==> src/rtl/fcbr_pkg.sv <==
// Shared constants for the fenced code block recognizer: result kinds,
// line phase codes, character codes and default sizes.
// No dependencies.
package fcbr_pkg;

   // default sizes
   localparam int CHAR_WIDTH_DEFAULT      = 16;
   localparam int RUN_COUNT_WIDTH_DEFAULT = 8;
   localparam int QUEUE_DEPTH_DEFAULT     = 2;

   // min_fence register
   localparam int              MIN_FENCE_WIDTH = 8;
   localparam logic [MIN_FENCE_WIDTH-1:0] MIN_FENCE_RESET = 8'd3;

   // results per request
   localparam int MAX_RESULTS        = 3;
   localparam int RESULT_COUNT_WIDTH = $clog2(MAX_RESULTS + 1);
   localparam int SLOT_INDEX_WIDTH   = $clog2(MAX_RESULTS);
   localparam int KIND_WIDTH         = 3;

   // result kinds
   localparam logic [KIND_WIDTH-1:0] KIND_CONTENT  = 3'd0;
   localparam logic [KIND_WIDTH-1:0] KIND_LANG     = 3'd1;
   localparam logic [KIND_WIDTH-1:0] KIND_OPEN     = 3'd2;
   localparam logic [KIND_WIDTH-1:0] KIND_CLOSE    = 3'd3;
   localparam logic [KIND_WIDTH-1:0] KIND_NOTFENCE = 3'd4;
   localparam logic [KIND_WIDTH-1:0] KIND_PREFIX   = 3'd5;

   // line phases
   localparam int PHASE_WIDTH = 3;
   localparam logic [PHASE_WIDTH-1:0] PH_START = 3'd0;
   localparam logic [PHASE_WIDTH-1:0] PH_TICKS = 3'd1;
   localparam logic [PHASE_WIDTH-1:0] PH_PRE   = 3'd2;
   localparam logic [PHASE_WIDTH-1:0] PH_WORD  = 3'd3;
   localparam logic [PHASE_WIDTH-1:0] PH_POST  = 3'd4;
   localparam logic [PHASE_WIDTH-1:0] PH_SKIP  = 3'd5;
   localparam logic [PHASE_WIDTH-1:0] PH_BODY  = 3'd6;

   // character codes
   localparam logic [7:0] CHAR_NEWLINE  = 8'd10;
   localparam logic [7:0] CHAR_SPACE    = 8'd32;
   localparam logic [7:0] CHAR_BACKTICK = 8'd96;

endpackage

==> src/rtl/fcbr_if.sv <==


interface fcbr_rsp_if
   import fcbr_pkg::*;
#(
   parameter int CHAR_WIDTH      = CHAR_WIDTH_DEFAULT,
   parameter int RUN_COUNT_WIDTH = RUN_COUNT_WIDTH_DEFAULT
);
   logic                       valid;
   logic                       ready;
   logic [KIND_WIDTH-1:0]      kind;
   logic [CHAR_WIDTH-1:0]      out_char;
   logic [RUN_COUNT_WIDTH-1:0] space_run;
   logic [RUN_COUNT_WIDTH-1:0] tick_run;
   logic                       unterminated;
   logic                       last;

   modport source (output valid, kind, out_char, space_run, tick_run, unterminated, last,
                   input ready);
   modport sink   (input valid, kind, out_char, space_run, tick_run, unterminated, last,
                   output ready);
endinterface


==> src/rtl/fcbr_back.sv <==
// Back end: walks the queue head's results onto rsp one per cycle while
// rsp is ready and marks the last one. Depends on fcbr_pkg and fcbr_if.
module fcbr_back
   import fcbr_pkg::*;
#(
   parameter int CHAR_WIDTH      = CHAR_WIDTH_DEFAULT,
   parameter int RUN_COUNT_WIDTH = RUN_COUNT_WIDTH_DEFAULT,
   parameter int REC_WIDTH       = KIND_WIDTH + CHAR_WIDTH + 2 * RUN_COUNT_WIDTH + 1,
   parameter int BUNDLE_WIDTH    = RESULT_COUNT_WIDTH + MAX_RESULTS * REC_WIDTH
) (
   input  logic                    clock,
   input  logic                    reset,
   input  logic                    pop_valid,
   output logic                    pop_ready,
   input  logic [BUNDLE_WIDTH-1:0] pop_data,
   fcbr_rsp_if.source              rsp
);

   logic [SLOT_INDEX_WIDTH-1:0]   idx_ff, idx_in;
   logic [RESULT_COUNT_WIDTH-1:0] count_s;
   logic [REC_WIDTH-1:0]          rec_s;
   logic                          last_s, rsp_fire;

   assign count_s  = pop_data[MAX_RESULTS*REC_WIDTH +: RESULT_COUNT_WIDTH];
   assign rec_s    = pop_data[idx_ff*REC_WIDTH +: REC_WIDTH];
   assign last_s   = (idx_ff == SLOT_INDEX_WIDTH'(count_s - 1'b1));
   assign rsp_fire = rsp.valid && rsp.ready;

   assign rsp.valid        = pop_valid;
   assign rsp.kind         = rec_s[REC_WIDTH-1 -: KIND_WIDTH];
   assign rsp.out_char     = rec_s[2*RUN_COUNT_WIDTH+1 +: CHAR_WIDTH];
   assign rsp.space_run    = rec_s[RUN_COUNT_WIDTH+1 +: RUN_COUNT_WIDTH];
   assign rsp.tick_run     = rec_s[1 +: RUN_COUNT_WIDTH];
   assign rsp.unterminated = rec_s[0];
   assign rsp.last         = last_s;

   // drop the group once its final result is taken
   assign pop_ready = rsp_fire && last_s;

   always_comb begin
      idx_in = idx_ff;
      if (rsp_fire) begin
         idx_in = last_s ? '0 : idx_ff + 1'b1;
      end
   end

   always_ff @(posedge clock) begin
      if (reset) begin
         idx_ff <= '0;
      end else begin
         idx_ff <= idx_in;
      end
   end

endmodule
==> src/flat_wrapper.sv <==
// flat-port wrapper written by rule: the top's interface ports become plain ports
module fcbr_back_flat import fcbr_pkg::*;
#(
   parameter int CHAR_WIDTH      = CHAR_WIDTH_DEFAULT,
   parameter int RUN_COUNT_WIDTH = RUN_COUNT_WIDTH_DEFAULT,
   parameter int REC_WIDTH       = KIND_WIDTH + CHAR_WIDTH + 2 * RUN_COUNT_WIDTH + 1,
   parameter int BUNDLE_WIDTH    = RESULT_COUNT_WIDTH + MAX_RESULTS * REC_WIDTH
)
  (clock, reset, pop_valid, pop_ready, pop_data, rsp_valid, rsp_kind, rsp_out_char, rsp_space_run, rsp_tick_run, rsp_unterminated, rsp_last, rsp_ready);
  fcbr_rsp_if #(.CHAR_WIDTH(CHAR_WIDTH), .RUN_COUNT_WIDTH(RUN_COUNT_WIDTH)) rsp_i ();
  input  logic clock;
  input  logic reset;
  input  logic pop_valid;
  output logic pop_ready;
  input  logic [BUNDLE_WIDTH-1:0] pop_data;
  output wire logic [$bits(rsp_i.valid)-1:0] rsp_valid;
  output wire logic [$bits(rsp_i.kind)-1:0] rsp_kind;
  output wire logic [$bits(rsp_i.out_char)-1:0] rsp_out_char;
  output wire logic [$bits(rsp_i.space_run)-1:0] rsp_space_run;
  output wire logic [$bits(rsp_i.tick_run)-1:0] rsp_tick_run;
  output wire logic [$bits(rsp_i.unterminated)-1:0] rsp_unterminated;
  output wire logic [$bits(rsp_i.last)-1:0] rsp_last;
  input wire logic [$bits(rsp_i.ready)-1:0] rsp_ready;
  assign rsp_valid = rsp_i.valid;
  assign rsp_kind = rsp_i.kind;
  assign rsp_out_char = rsp_i.out_char;
  assign rsp_space_run = rsp_i.space_run;
  assign rsp_tick_run = rsp_i.tick_run;
  assign rsp_unterminated = rsp_i.unterminated;
  assign rsp_last = rsp_i.last;
  assign rsp_i.ready = rsp_ready;
  fcbr_back #(.CHAR_WIDTH(CHAR_WIDTH), .RUN_COUNT_WIDTH(RUN_COUNT_WIDTH), .REC_WIDTH(REC_WIDTH), .BUNDLE_WIDTH(BUNDLE_WIDTH)) u_core (.clock(clock), .reset(reset), .pop_valid(pop_valid), .pop_ready(pop_ready), .pop_data(pop_data), .rsp(rsp_i));
endmodule
==> config.mk <==
export PLATFORM = sky130hd
export DESIGN_NAME = fcbr_back_flat
export DESIGN_NICKNAME = d
export VERILOG_FILES = /design/src/rtl/fcbr_pkg.sv /design/src/rtl/fcbr_if.sv /design/src/rtl/fcbr_back.sv /design/src/flat_wrapper.sv
export SDC_FILE = /design/constraint.sdc
export NUM_CORES = 1
export LEC_CHECK = 0
export BUFFER_PORTS_ARGS = -buffer_cell sky130_fd_sc_hd__buf_2
export CORE_MARGIN = 2
export CORE_UTILIZATION = 29
export DETAILED_ROUTE_END_ITERATION = 7
export PLACE_DENSITY_LB_ADDON = 0.15
export SLEW_MARGIN = 30
export SYNTH_ARGS = -nofsm -noshare
export SYNTH_HDL_FRONTEND = slang
export SYNTH_SLANG_ARGS = --single-unit
==> constraint.sdc <==
create_clock -name clock -period 1.44 [get_ports clock]
set_clock_uncertainty 0.05 [all_clocks]
set_input_delay 0.288 -clock clock [delete_from_list [all_inputs] [get_ports clock]]
set_output_delay 0.288 -clock clock [all_outputs]
set_load 0.03 [all_outputs]
==> impl_metrics.toml <==
[power_and_ir_drop]
power_density_nw_per_um2 = 510
leakage_uw = 0.000984
ir_worst_vdd_mv = 0.310
combPwrFrac = 0.825
p_int_uw = 530
netSwitchingPower_uw = 522
p_clk_frac = 0.112
p_seq_frac = 0.063
swShare = 0.496

[min_path]
hold_path_class = "input port to flip-flop"
whs_path_depth = 2
hp-start = "reset"
hold_end = "u_core.idx_ff[0]"

[critical_path]
critical-path-max-stage-delay_ns = 0.50
cp_cell_sequence = "buf_12, mux4_2, buf_6"
worstSetupStartpointType = "flip-flop"
end_kind = "primary output"
r2r.worst_path.cells = 4
slowest_stage = "mux4_2"
r2r_slack_ns = 0.30
path_class = "flip-flop to primary output"
reg2reg_from = "u_core.idx_ff[1]"
crit_fanout = 5
crit_family = "multiplexers"
path_buf_inv = 2
r2r_end = "u_core.idx_ff[1]"
crit_required_ns = 1.10
cp.arrival_ns = 1.35

[synth]
synth_fp_nets = 250
ys_ff_latch = 2
synth_warnings = 0
syn_inst = 136
synth.avg_cell_area_sq_um = 6.95
ys_seq_area_frac = 0.0424
synth_cell_types = 20
netlist_area_sq_um = 945

[grt]
grt_pass1_vias = 1369
grt_overflow = 0
grt_max_degree = 26
antenna_found_initial = 0
grt.total_usage = 0.186
grt_pass1_wl_um = 5440

[final_layout]
top_regs = "u_core.idx_ff x2"
final_cell_mix = "buf_2 (145), nand2_1 (38), o21ai_2 (34)"
syn2layout_area_growth_pct = 119
fillers = 295
drive_gt1_frac = 0.765
multi_input_area_sq_um = 997
register_area_sq_um = 47.5
final_common_cell = "buf_2"
layout.cells.non_filler = 333
top_register = "u_core.idx_ff"
largest_reg_flops = 2
fin_nets = 405
n_antenna_cell = 0

[clock_network]
clk_path_buf_depth = 2
cts-hold-fix-buffers = 0
htree_levels = 1
clk_pin_slew_ns = 0.03
clkSinkCount = 2
clkLatencyLatePin_ns = 0.22
root_buffer = "clkbuf_4"
cts_tree = "built"
cts_made_buffers = 3

[timing]
relSlewSlack = 0.719
fin_crit_ns = 1.69
period_share = 1.17
max_freq_mhz = 593
hold_violations = 0
worst_slew_pin_slew_ns = 0.422
rsz0062_at_grt = "true"
finalSetupViolCount = 38
tns_ns = -7.79
fin_ws_ns = -0.247
maxSlewViolCount = 0

[status]
violations = "setup timing"
status = "finished, violations left"

[die]
ioPinCount = 153
fp.dieArea_sq_um = 3730
row_count = 20
coreArea_sq_um = 3080
die_h_um = 61.1
die_w_um = 61.1
start_util = 0.307

[place]
dp.final_hpwl_um = 3400
io_buffers = 152
finalWeightedCongestion = 0.706
dp.cells = 330

[detailed_routing]
drt-initial-drc-count = 23
wl_per_cell_um = 12.0
routed_via_density = 4.71
dr_total_vias = 1568
wl_um = 3990
drc = 0
drt_first_pass_iters = 4
ant_nets = 0

[job]
maxCapViolations = 0
-- worst reg2reg max path: stages, from the launching register on --
cell,delay (ns)
dfxtp_4,0.39
nor2b_4,0.16
buf_6,0.17
o2111ai_1,0.11
a31oi_1,0.17
-- per-layer routing --
metal	up-vias	global-route usage	routed length (um)
met1	677	0.216	1480
met2	90	0.366	2100
met3	2	0.0231	390
met5	-	0	0
met4	0	0.0280	19
li1	799	-	-
-- layout make-up --
cell class | instances | share of cell area
inverters | 1 | 0.00182
clock buffers | 3 | 0.0109
well taps | 44 | 0.0267
multi-input cells | 119 | 0.483
repair buffers | 164 | 0.455
flip-flops and latches | 2 | 0.0230
-- synthesized netlist by cell type --
master     number  share of area
nor2b_1         2          0.013
nand3b_1        1         0.0079
o21ai_1        34           0.18
xnor2_2         1          0.017
a211o_1         1         0.0093
clkbuf_1        1         0.0040
mux2i_1        35           0.37
a31oi_1         1         0.0066
buf_8           2          0.032
buf_2           2          0.011
buf_1           1         0.0040
dfxtp_1         2          0.042
mux4_2          2          0.048
buf_4           7          0.056
nand2b_1        2          0.013
o2111ai_1       1         0.0093
nand2_1        38           0.15
buf_6           1          0.012
a21oi_2         1         0.0093
inv_1           1         0.0040
-- cells by family (layout without fill, tap and decap cells) --
logic type,Yosys count,after routing,share of synthesized area
flops,2,2,0.0424
compound gates,38,38,0.215
simple gates,43,43,0.185
buf+inv,15,168,0.122
xor+xnor,1,1,0.0172
mux,37,37,0.419
-- power groups by stage --
| stage | logic, uW | registers [uW] | clock network (uW) |
|---|---|---|---|
| after floorplan | 540 | 62.0 | 0 |
| after global routing | 930 | 67.3 | 135 |
| final | 868 | 66.3 | 118 |
| after CTS | 852 | 65.8 | 123 |
| after detailed placement | 829 | 67.7 | 0 |
| after global placement | 823 | 67.5 | 0 |
-- per-stage QoR --
step | setup slack, ns | hold slack [ns] | util | power (uW) | cell area (sq um)
3_5_place_dp | -0.139 | 0.411 | 0.630 | 897 | 1940
3_3_place_gp | -0.116 | 0.412 | 0.630 | 890 | 1940
4_1_cts | -0.260 | 0.184 | 0.654 | 1040 | 2010
6_report | -0.247 | 0.192 | 0.671 | 1050 | 2070
2_1_floorplan | -0.167 | 0.300 | - | 602 | 1120
5_1_grt | -0.296 | 0.177 | 0.671 | 1130 | 2070
-- how the worst max path moves through the flow --
stage,end,depth (start not counted),start
6_report,rsp_unterminated,3,u_core.idx_ff[0]
3_3_place_gp,pop_ready,5,pop_data[109]
5_1_grt,pop_ready,4,u_core.idx_ff[1]
2_1_floorplan,pop_ready,4,u_core.idx_ff[1]
4_1_cts,rsp_unterminated,3,u_core.idx_ff[0]
3_5_place_dp,rsp_unterminated,3,u_core.idx_ff[1]
-- what timing repair did --
action                     CTS  global route
setup endpoints to repair   38            38
setup buffers                0             0
gates cloned                 0             0
gates resized for setup     16            14
No activity file was read; power rests on OpenSTA's default activity.
