File: config.mk
export PLATFORM = sky130hd
export DESIGN_NAME = fcbr_queue
export DESIGN_NICKNAME = d
export VERILOG_FILES = /design/src/rtl/fcbr_pkg.sv /design/src/rtl/fcbr_queue.sv
export SDC_FILE = /design/constraint.sdc
export NUM_CORES = 1
export LEC_CHECK = 0
export BUFFER_PORTS_ARGS = -buffer_cell sky130_fd_sc_hd__buf_2
export CAP_MARGIN = 20
export CORE_AREA = 8 8 52 54
export DETAILED_ROUTE_END_ITERATION = 8
export DIE_AREA = 0 0 60 62
export GPL_ROUTABILITY_DRIVEN = 1
export GPL_TIMING_DRIVEN = 0
export PLACE_DENSITY = 0.67
export SETUP_SLACK_MARGIN = 0.05
export SYNTH_ARGS = -nofsm -noshare
export SYNTH_HDL_FRONTEND = slang
export SYNTH_SLANG_ARGS = --single-unit
File: constraint.sdc
create_clock -name clock -period 1.7 [get_ports clock]
set_input_delay 0.425 -clock clock [delete_from_list [all_inputs] [get_ports clock]]
set_output_delay 0.425 -clock clock [all_outputs]
set_load 0.02 [all_outputs]
File: src/rtl/fcbr_pkg.sv
// Shared constants for the fenced code block recognizer: result kinds,
// line phase codes, character codes and default sizes.
// No dependencies.
package fcbr_pkg;

   // default sizes
   localparam int CHAR_WIDTH_DEFAULT      = 16;
   localparam int RUN_COUNT_WIDTH_DEFAULT = 8;
   localparam int QUEUE_DEPTH_DEFAULT     = 2;

   // min_fence register
   localparam int              MIN_FENCE_WIDTH = 8;
   localparam logic [MIN_FENCE_WIDTH-1:0] MIN_FENCE_RESET = 8'd3;

   // results per request
   localparam int MAX_RESULTS        = 3;
   localparam int RESULT_COUNT_WIDTH = $clog2(MAX_RESULTS + 1);
   localparam int SLOT_INDEX_WIDTH   = $clog2(MAX_RESULTS);
   localparam int KIND_WIDTH         = 3;

   // result kinds
   localparam logic [KIND_WIDTH-1:0] KIND_CONTENT  = 3'd0;
   localparam logic [KIND_WIDTH-1:0] KIND_LANG     = 3'd1;
   localparam logic [KIND_WIDTH-1:0] KIND_OPEN     = 3'd2;
   localparam logic [KIND_WIDTH-1:0] KIND_CLOSE    = 3'd3;
   localparam logic [KIND_WIDTH-1:0] KIND_NOTFENCE = 3'd4;
   localparam logic [KIND_WIDTH-1:0] KIND_PREFIX   = 3'd5;

   // line phases
   localparam int PHASE_WIDTH = 3;
   localparam logic [PHASE_WIDTH-1:0] PH_START = 3'd0;
   localparam logic [PHASE_WIDTH-1:0] PH_TICKS = 3'd1;
   localparam logic [PHASE_WIDTH-1:0] PH_PRE   = 3'd2;
   localparam logic [PHASE_WIDTH-1:0] PH_WORD  = 3'd3;
   localparam logic [PHASE_WIDTH-1:0] PH_POST  = 3'd4;
   localparam logic [PHASE_WIDTH-1:0] PH_SKIP  = 3'd5;
   localparam logic [PHASE_WIDTH-1:0] PH_BODY  = 3'd6;

   // character codes
   localparam logic [7:0] CHAR_NEWLINE  = 8'd10;
   localparam logic [7:0] CHAR_SPACE    = 8'd32;
   localparam logic [7:0] CHAR_BACKTICK = 8'd96;

endpackage

File: src/rtl/fcbr_queue.sv
// Short FIFO of packed result groups between the front and back ends.
// Depends on fcbr_pkg for its default depth.
module fcbr_queue
   import fcbr_pkg::*;
#(
   parameter int DATA_WIDTH = 8,
   parameter int DEPTH      = QUEUE_DEPTH_DEFAULT
) (
   input  logic                  clock,
   input  logic                  reset,
   input  logic                  push_valid,
   output logic                  push_ready,
   input  logic [DATA_WIDTH-1:0] push_data,
   output logic                  pop_valid,
   input  logic                  pop_ready,
   output logic [DATA_WIDTH-1:0] pop_data
);

   localparam int PTR_WIDTH   = $clog2(DEPTH);
   localparam int COUNT_WIDTH = $clog2(DEPTH + 1);
   localparam logic [PTR_WIDTH-1:0]   PTR_LAST = PTR_WIDTH'(DEPTH - 1);
   localparam logic [COUNT_WIDTH-1:0] COUNT_FULL = COUNT_WIDTH'(DEPTH);

   logic [DATA_WIDTH-1:0]  entry_ff [DEPTH];
   logic [PTR_WIDTH-1:0]   wr_ptr_ff, wr_ptr_in;
   logic [PTR_WIDTH-1:0]   rd_ptr_ff, rd_ptr_in;
   logic [COUNT_WIDTH-1:0] count_ff, count_in;
   logic                   push_fire, pop_fire;

   assign push_ready = (count_ff != COUNT_FULL);
   assign pop_valid  = (count_ff != '0);
   assign pop_data   = entry_ff[rd_ptr_ff];
   assign push_fire  = push_valid && push_ready;
   assign pop_fire   = pop_valid && pop_ready;

   always_comb begin
      wr_ptr_in = wr_ptr_ff;
      rd_ptr_in = rd_ptr_ff;
      count_in  = count_ff;
      if (push_fire) begin
         wr_ptr_in = (wr_ptr_ff == PTR_LAST) ? '0 : wr_ptr_ff + 1'b1;
      end
      if (pop_fire) begin
         rd_ptr_in = (rd_ptr_ff == PTR_LAST) ? '0 : rd_ptr_ff + 1'b1;
      end
      if (push_fire && !pop_fire) begin
         count_in = count_ff + 1'b1;
      end else if (pop_fire && !push_fire) begin
         count_in = count_ff - 1'b1;
      end
   end

   always_ff @(posedge clock) begin
      if (push_fire) begin
         entry_ff[wr_ptr_ff] <= push_data;
      end
   end

   always_ff @(posedge clock) begin
      if (reset) begin
         wr_ptr_ff <= '0;
         rd_ptr_ff <= '0;
         count_ff  <= '0;
      end else begin
         wr_ptr_ff <= wr_ptr_in;
         rd_ptr_ff <= rd_ptr_in;
         count_ff  <= count_in;
      end
   end

endmodule

==> metrics.yaml, run 1 <==
netSwitchingFraction: 0.316
dpl.hpwl_um: 998
placed_cells: 97
die_w_um: 60
synth-main-ff-cell: "edfxtp_1"
fin_cells: 101
critPathArrivalTime_ns: 1.24
p_leak_uw: 0.000439
fin_crit_ns: 1.66
drive_gt1_frac: 0.554
die-area_um2: 3720
final_util: 0.568
vdd_drop_max_mv: 1.01
vias_per_cell: 4.70
yosys_warnings: 0
worstSetupPathType: "register to output port"
vias: 475
whs_endpoint: "entry_ff[0][6]"
synth_area_leaders: "edfxtp_1, dfxtp_1, mux2_2, xor2_1, nand2b_4"
synthAdderAreaFrac: 0.0155
hold_start: "push_data[6]"
clock_power_share: 0.140
power_density_nw_per_um2: 1490
routedWlPerCell_um: 14.0
synth_compound_area_frac: 0.0373
rows: 16
synth_top_cells_by_count: "edfxtp_1, mux2_2, dfxtp_1"
final_antenna_net_count: 0
yosys.area_share.simple: 0.0714
fin_ws_ns: 0.0371
grt_max_degree: 13
nNetsFinal: 88
clock_latency_ns: 0.30
reg2reg_from: "count_ff[0]"
routed_wl_mm: 1.41
whs_path_depth: 1
power.switching_uw: 509
drc: 0
fillers: 167
synth_seq_cells: 21
postSynthAreaPerCell_um2: 16.4
clkTransAtPathRegs_ns: 0.11
post-place-ws_ns: 0.114
period_share: 0.978
rsz0062_at_grt: "true"
dpl_cell_area_um2: 945
first_global_vias: 528
first_pass_iters: 4
syn_area_um2: 806
core_area_um2: 1900
dr.first_iter.drc_count: 8
rr_worst_depth: 4
synth_nets: 62
synthXorXnorAreaFrac: 0.0326
endpoint_kind: "output port"
crit_path_start_kind: "register"
io_buffers: 21
synth_top_family_by_area: "multiplexers"
start_util: 0.424
yosysTopAreaCell: "edfxtp_1"
yosysMostFrequentCell: "edfxtp_1"
fin_worst_skew_ns: 0.00955
cts_htree_levels: 1
numCtsBuffers: 3
cts_tree: "built"
grt_antenna_before_repair: 0
rr_endpoint: "count_ff[1]"
io-pin-count: 22
die_h_um: 62
root_buffer: "clkbuf_4"
status: "completed"
clock.fmax_mhz: 601
grt_pass1_wl_mm: 2.24
worst_pin_slew_ns: 0.381
regArea_um2: 587
finalMaxSlewViolations: 0
clockBufferDepth: 2
hp-class: "input pin to register"
cts_sinks: 21
synth_edf_count: 16
p_total_uw: 1610
r2r_setup_slack_ns: 0.19
grt_usage: 0.0844
antenna-diode-count: 0
synthCells: 49
setup_viol: 0
design_area_um2: 1080
gp_congestion: 0.630
internal_power_uw: 1110
muxShareOfSynthArea: 0.112
grt-ovfl-total: 0
synth_top_cell_area_share: 0.596
syn_to_final_growth_pct: 34.2
cp_data_required_time_ns: 1.27
async_reset_ff_frac: 0
pwr-share-comb: 0.417
ys_types: 17
maxSlewHeadroom: 0.746
multi_input_area_um2: 259
p_seq_frac: 0.443
ys_seq_area_frac: 0.720
path_max_fanout: 8
hold_violations: 0
max-cap-violations: 0
-- metrics by stage --
stage                     hold slack, ns  setup TNS [ns]
final                              0.308               0
after global routing               0.295         -0.0512
after CTS                          0.296               0
after detailed placement           0.488               0
after global placement             0.487               0
after floorplan                    0.472               0
-- routing by layer --
layer	up-vias	global-route usage	part of all wire
li1	229	-	-
met1	224	0.0784	0.41
met2	18	0.162	0.50
met3	4	0.0226	0.065
met4	0	0.0510	0.018
met5	-	0	0
-- timing repair --
action / CTS / global route
endpoints found under the setup margin: 8 / 9
gates cloned: 0 / 0
gates resized for setup: 28 / 5
setup buffers: 0 / 0
hold buffers: 0 / 0
-- flip-flops by register name, summed over array words and instances (netlist names), named ones only --
signal / count
count_ff: 2
entry_ff: 16
rd_ptr_ff: 1
wr_ptr_ff: 1
-- layout make-up --
| cell class | count | area share |
|---|---|---|
| plain buffers | 1 | 0.0139 |
| repair buffers | 21 | 0.144 |
| well taps | 27 | 0.0312 |
| flip-flops and latches | 21 | 0.543 |
| multi-input cells | 26 | 0.240 |
| inverters | 1 | 0.00347 |
| clock inverters | 1 | 0.00463 |
| clock buffers | 3 | 0.0208 |
-- power groups by stage --
| stage | Clock (µW) | Combinational, µW | Sequential [µW] |
|---|---|---|---|
| floorplan | 0 | 377 | 697 |
| global placement | 0 | 502 | 703 |
| detailed placement | 0 | 509 | 709 |
| CTS | 239 | 658 | 705 |
| global route | 255 | 727 | 727 |
| finish | 226 | 673 | 715 |
-- kinds of logic (layout without fill, tap and decap cells) --
group                      after synthesis  in the layout
adders and majority gates                1              1
and+or+nand+nor                          9              9
xor gates and xnor gates                 3              3
DFF                                     21             21
muxes                                    8              8
AOI/OAI and AO/OA                        5              5
buffers and inverters                    2             27
-- critical path, stage by stage, from the launching register on --
cell	delay, ns
dfxtp_2	0.35
buf_8	0.14
mux2_4	0.31
buf_6	0.13
-- cell usage in the layout, fill, tap and decap left out, drive strengths merged --
cell type and instances:
buf 22, edfxtp 16, mux2 8, dfxtp 5
xor2 3, nor2 3, clkbuf 3, a21oi 2
o21ai 2, or2 1, nand2b 1, and3 1
and2 1, nand3b 1, inv 1, a21bo 1
or3 1, ha 1, clkinv 1
-- worst max path at each step --
stage                            from  depth (start not counted)           to
after floorplan           count_ff[0]                          5  count_ff[1]
after CTS                    register                          3  pop_data[4]
final                        register                          3  pop_data[4]
after detailed placement    pop_ready                          5  count_ff[1]
after global routing         register                          3  pop_data[4]
after global placement      pop_ready                          5  count_ff[1]
No activity file was read; power rests on OpenSTA's default activity.
==> inputs of run 2 (changes only) <==
Settings changed: CTS_BUF_LIST set to sky130_fd_sc_hd__clkbuf_8.
==> run 2 against run 1 <==
  * Flip-flop and latch count unchanged
  * First-iteration DRC count fell by 13%
  * Sequential share of layout area is 2.1 points higher
==> metrics.yaml, run 2 (synthesis gave the netlist of run 1 again) <==
status: "completed"
hp-class: "input pin to register"
largest_registers: "entry_ff: 16 flops, count_ff: 2 flops"
fin_worst_skew_ns: 0.00443
vdd_drop_max_mv: 0.950
hold_violations: 0
critPathArrivalTime_ns: 1.21
crit_path_start_kind: "register"
p_leak_uw: 0.000412
clockBufferDepth: 2
die_h_um: 62
largest_reg_flops: 16
period_share: 0.959
worstSetupPathType: "register to output port"
final_common_cell: "edfxtp_1"
grt_max_degree: 13
maxSlewHeadroom: 0.746
finalMaxSlewViolations: 0
rows: 16
clock_latency_ns: 0.25
post_cts_buffers: 0
dr.first_iter.drc_count: 7
final_antenna_net_count: 0
grt_pass1_wl_mm: 2.16
drive_gt1_frac: 0.541
final.setup.tns_ns: 0
worst_pin_slew_ns: 0.380
mostFrequentLayoutCells: "edfxtp_1, buf_2, mux2_2"
grt_antenna_before_repair: 0
core_area_um2: 1900
max-cap-violations: 0
clock.fmax_mhz: 613
fin_ws_ns: 0.0696
drc: 0
endpoint_kind: "output port"
root_buffer: "clkbuf_8"
first_pass_iters: 4
power_density_nw_per_um2: 1540
setup_viol: 0
fillers: 173
io_buffers: 21
routedWlPerCell_um: 13.5
fin_cells: 101
vias_per_cell: 4.68
grt-ovfl-total: 0
antenna-diode-count: 0
cts_tree: "built"
io-pin-count: 22
top_register: "entry_ff"
cp_data_required_time_ns: 1.27
start_util: 0.424
placed_cells: 97
path_max_fanout: 8
die_w_um: 60
numCtsBuffers: 3
gp_congestion: 0.630
first_global_vias: 520
fin_crit_ns: 1.63
die-area_um2: 3720
syn_to_final_growth_pct: 28.7
vias: 473
routed_wl_mm: 1.37
rsz0062_at_grt: "true"
dpl.hpwl_um: 998
clkTransAtPathRegs_ns: 0.07
nNetsFinal: 88
cts_sinks: 21
grt_usage: 0.0801
post-place-ws_ns: 0.114
cts_htree_levels: 1
==> run 2: power breakdown <==
group	leakage, µW	switching (µW)	internal [µW]
registers	0.000192	48.9	658
logic	0.000195	294	284
clock network	0.0000255	147	163
==> run 2: stage by stage <==
step	hold slack (ns)	util	cell area [µm²]	total power, µW
2_1_floorplan	0.472	-	806	1070
4_1_cts	0.351	0.526	1000	1550
6_report	0.361	0.545	1040	1590
3_3_place_gp	0.487	0.497	945	1200
5_1_grt	0.351	0.545	1040	1680
3_5_place_dp	0.488	0.497	945	1220
==> run 2: final cells by class <==
| cell class | instances | area (µm²) | share of cell area |
|---|---|---|---|
| Clock inverter | 1 | 5.00 | 0.00483 |
| Inverter | 1 | 3.75 | 0.00362 |
| Buffer | 1 | 11.3 | 0.0109 |
| Clock buffer | 3 | 41.3 | 0.0398 |
| Timing Repair Buffer | 21 | 141 | 0.136 |
| Multi-Input combinational cell | 26 | 216 | 0.209 |
| Tap cell | 27 | 33.8 | 0.0326 |
| Sequential cell | 21 | 584 | 0.563 |
==> run 2: worst paths after layout <==
path / start / to / slack (ns) / depth (start not counted)
min: push_data[3] / entry_ff[0][3] / 0.36 / 1
max: register / pop_data[7] / 0.07 / 3
max reg2reg: count_ff[0] / count_ff[1] / 0.16 / 5
min reg2reg: rd_ptr_ff / rd_ptr_ff / 0.50 / 2
==> run 2: repair_timing <==
| item | CTS | global route |
|---|---|---|
| hold buffers | 0 | 0 |
| pin swaps | 0 | 0 |
| resized for setup | 4 | 14 |
| endpoints found under the setup margin | 8 | 9 |
==> run 2: layer usage <==
layer	vias up	GRT usage	share of wire
met5	-	0	0
met4	0	0.0510	0.0095
met3	2	0.0226	0.071
met2	12	0.152	0.51
met1	231	0.0736	0.41
li1	228	-	-
==> run 2: worst max-delay path, cell delays in order, from the launching register on <==
cell and delay [ns]:
dfxtp_2 0.32, buf_6 0.13, mux2_2 0.34, buf_4 0.16
==> inputs of run 3 (changes only) <==
Settings changed: BUFFER_PORTS_ARGS -buffer_cell sky130_fd_sc_hd__buf_2 to -buffer_cell sky130_fd_sc_hd__clkbuf_2.
==> run 3 against run 2 <==
  * Sequential share of layout area rose by 0.83 points
  * Flip-flop and latch count unchanged
  * Final cell count did not move
  * Design area shrank 1.4%
  * Critical path type unchanged
  * Largest power group unchanged
==> metrics.yaml, run 3 (synthesis gave the netlist of run 1 again) <==
clock_latency_ns: 0.25
cts_sinks: 21
dr.first_iter.drc_count: 17
setup_viol: 0
gp_congestion: 0.626
crit_slowest_cell: "mux2_2"
grt-ovfl-total: 0
die-area_um2: 3720
syn_to_final_growth_pct: 26.9
fin_hold_ws_ns: 0.356
period_share: 0.965
maxSlewHeadroom: 0.736
clkTransAtPathRegs_ns: 0.07
grt_usage: 0.0835
internal_power_uw: 1080
use_met1: 0.0869
hold_violations: 0
crit_chain: "buf_6 -> mux2_2 -> clkbuf_2"
path_max_fanout: 8
root_buffer: "clkbuf_8"
final_antenna_net_count: 0
vdd_drop_max_mv: 0.936
endpoint_kind: "output port"
routed_wl_mm: 1.37
io_buffers: 21
die_h_um: 62
power.switching_uw: 489
core_area_um2: 1900
grt_pass1_wl_mm: 2.19
largest_reg_flops: 16
vias: 482
final.setup.tns_ns: 0
cts-hold-fix-buffers: 0
final_common_cell: "clkbuf_2"
grtUsageMet2: 0.145
p_seq_frac: 0.450
mostFrequentLayoutCells: "clkbuf_2, edfxtp_1, mux2_2"
max-cap-violations: 0
p_leak_uw: 0.000413
rsz0062_at_grt: "true"
routedWlPerCell_um: 13.6
clock_power_share: 0.197
critPathMaxStageDelay_ns: 0.35
cts_htree_levels: 1
die_w_um: 60
cp_data_required_time_ns: 1.27
drive_gt1_frac: 0.541
antenna-diode-count: 0
numCtsBuffers: 3
finalMaxSlewViolations: 0
top_usage_layer: "met2"
cts_tree: "built"
grt_antenna_before_repair: 0
pwr-share-comb: 0.353
crit_path_start_kind: "register"
fin_crit_ns: 1.64
critPathArrivalTime_ns: 1.22
use_met3: 0.0206
io-pin-count: 22
netSwitchingFraction: 0.311
hp-class: "input pin to register"
start_util: 0.424
fin_worst_skew_ns: 0.00389
drc: 0
worst_pin_slew_ns: 0.396
first_global_vias: 494
post_cts_buffers: 0
grt_max_degree: 13
status: "completed"
multi_input_area_um2: 220
clockBufferDepth: 2
top_register: "entry_ff"
worstSetupPathType: "register to output port"
nNetsFinal: 88
vias_per_cell: 4.77
regArea_um2: 584
fillers: 161
power_density_nw_per_um2: 1540
clock.fmax_mhz: 609
dpl.hpwl_um: 980
largest_registers: "entry_ff: 16 flops, count_ff: 2 flops"
first_pass_iters: 4
rows: 16
-- run 3: cell count changes in the layout (fill, tap and decap cells not counted) --
cell	change
mux2_2	-1
clkbuf_2	+17
buf_2	-14
buf_6	-3
mux2_4	+1
-- run 3: repair_timing --
item | CTS | global route
endpoints found under the hold margin | 0 | 0
resized for setup | 2 | 15
gates cloned | 0 | 0
endpoints found under the setup margin | 8 | 9
-- run 3: per-stage QoR --
step,total power [µW],worst slack [ns],instance area (µm²),instances,util
final,1570,0.0591,1020,101,0.538
after global routing,1660,0.0160,1020,101,0.538
after CTS,1550,0.0402,997,101,0.524
after detailed placement,1220,0.113,945,97,0.497
after global placement,1210,0.147,945,97,0.497
after floorplan,1070,0.176,806,49,-
-- run 3: routing by layer --
layer	vias up	wire [µm]
met4	0	38
met1	230	550
met3	5	107
met2	17	674
li1	230	-
met5	-	0
-- run 3: path summary, 6_finish.rpt --
| path | startpoint | endpoint | slack, ns | cells past startpoint |
|---|---|---|---|---|
| min | push_data[6] | entry_ff[0][6] | 0.36 | 1 |
| min reg2reg | rd_ptr_ff | rd_ptr_ff | 0.51 | 2 |
| max reg2reg | count_ff[0] | count_ff[1] | 0.16 | 5 |
| max | register | pop_data[4] | 0.06 | 3 |
-- run 3: area by class of cell --
type	instances	share of cell area
Inverter	1	0.00367
Multi-Input combinational cell	26	0.215
Timing Repair Buffer	21	0.120
Buffer	1	0.0110
Sequential cell	21	0.572
Tap cell	27	0.0330
Clock inverter	1	0.00490
Clock buffer	3	0.0404
-- run 3: power by group through the flow --
stage,Combinational (µW),Clock [µW],Sequential [µW]
CTS,528,320,700
finish,554,310,707
global route,603,333,720
detailed placement,512,0,708
floorplan,377,0,697
global placement,504,0,703
-- run 3: critical path, delay by kind of cell, from the launching register on --
family / cells / cell delay, ns
muxes: 1 / 0.35
DFF: 1 / 0.32
buffers and inverters: 2 / 0.29
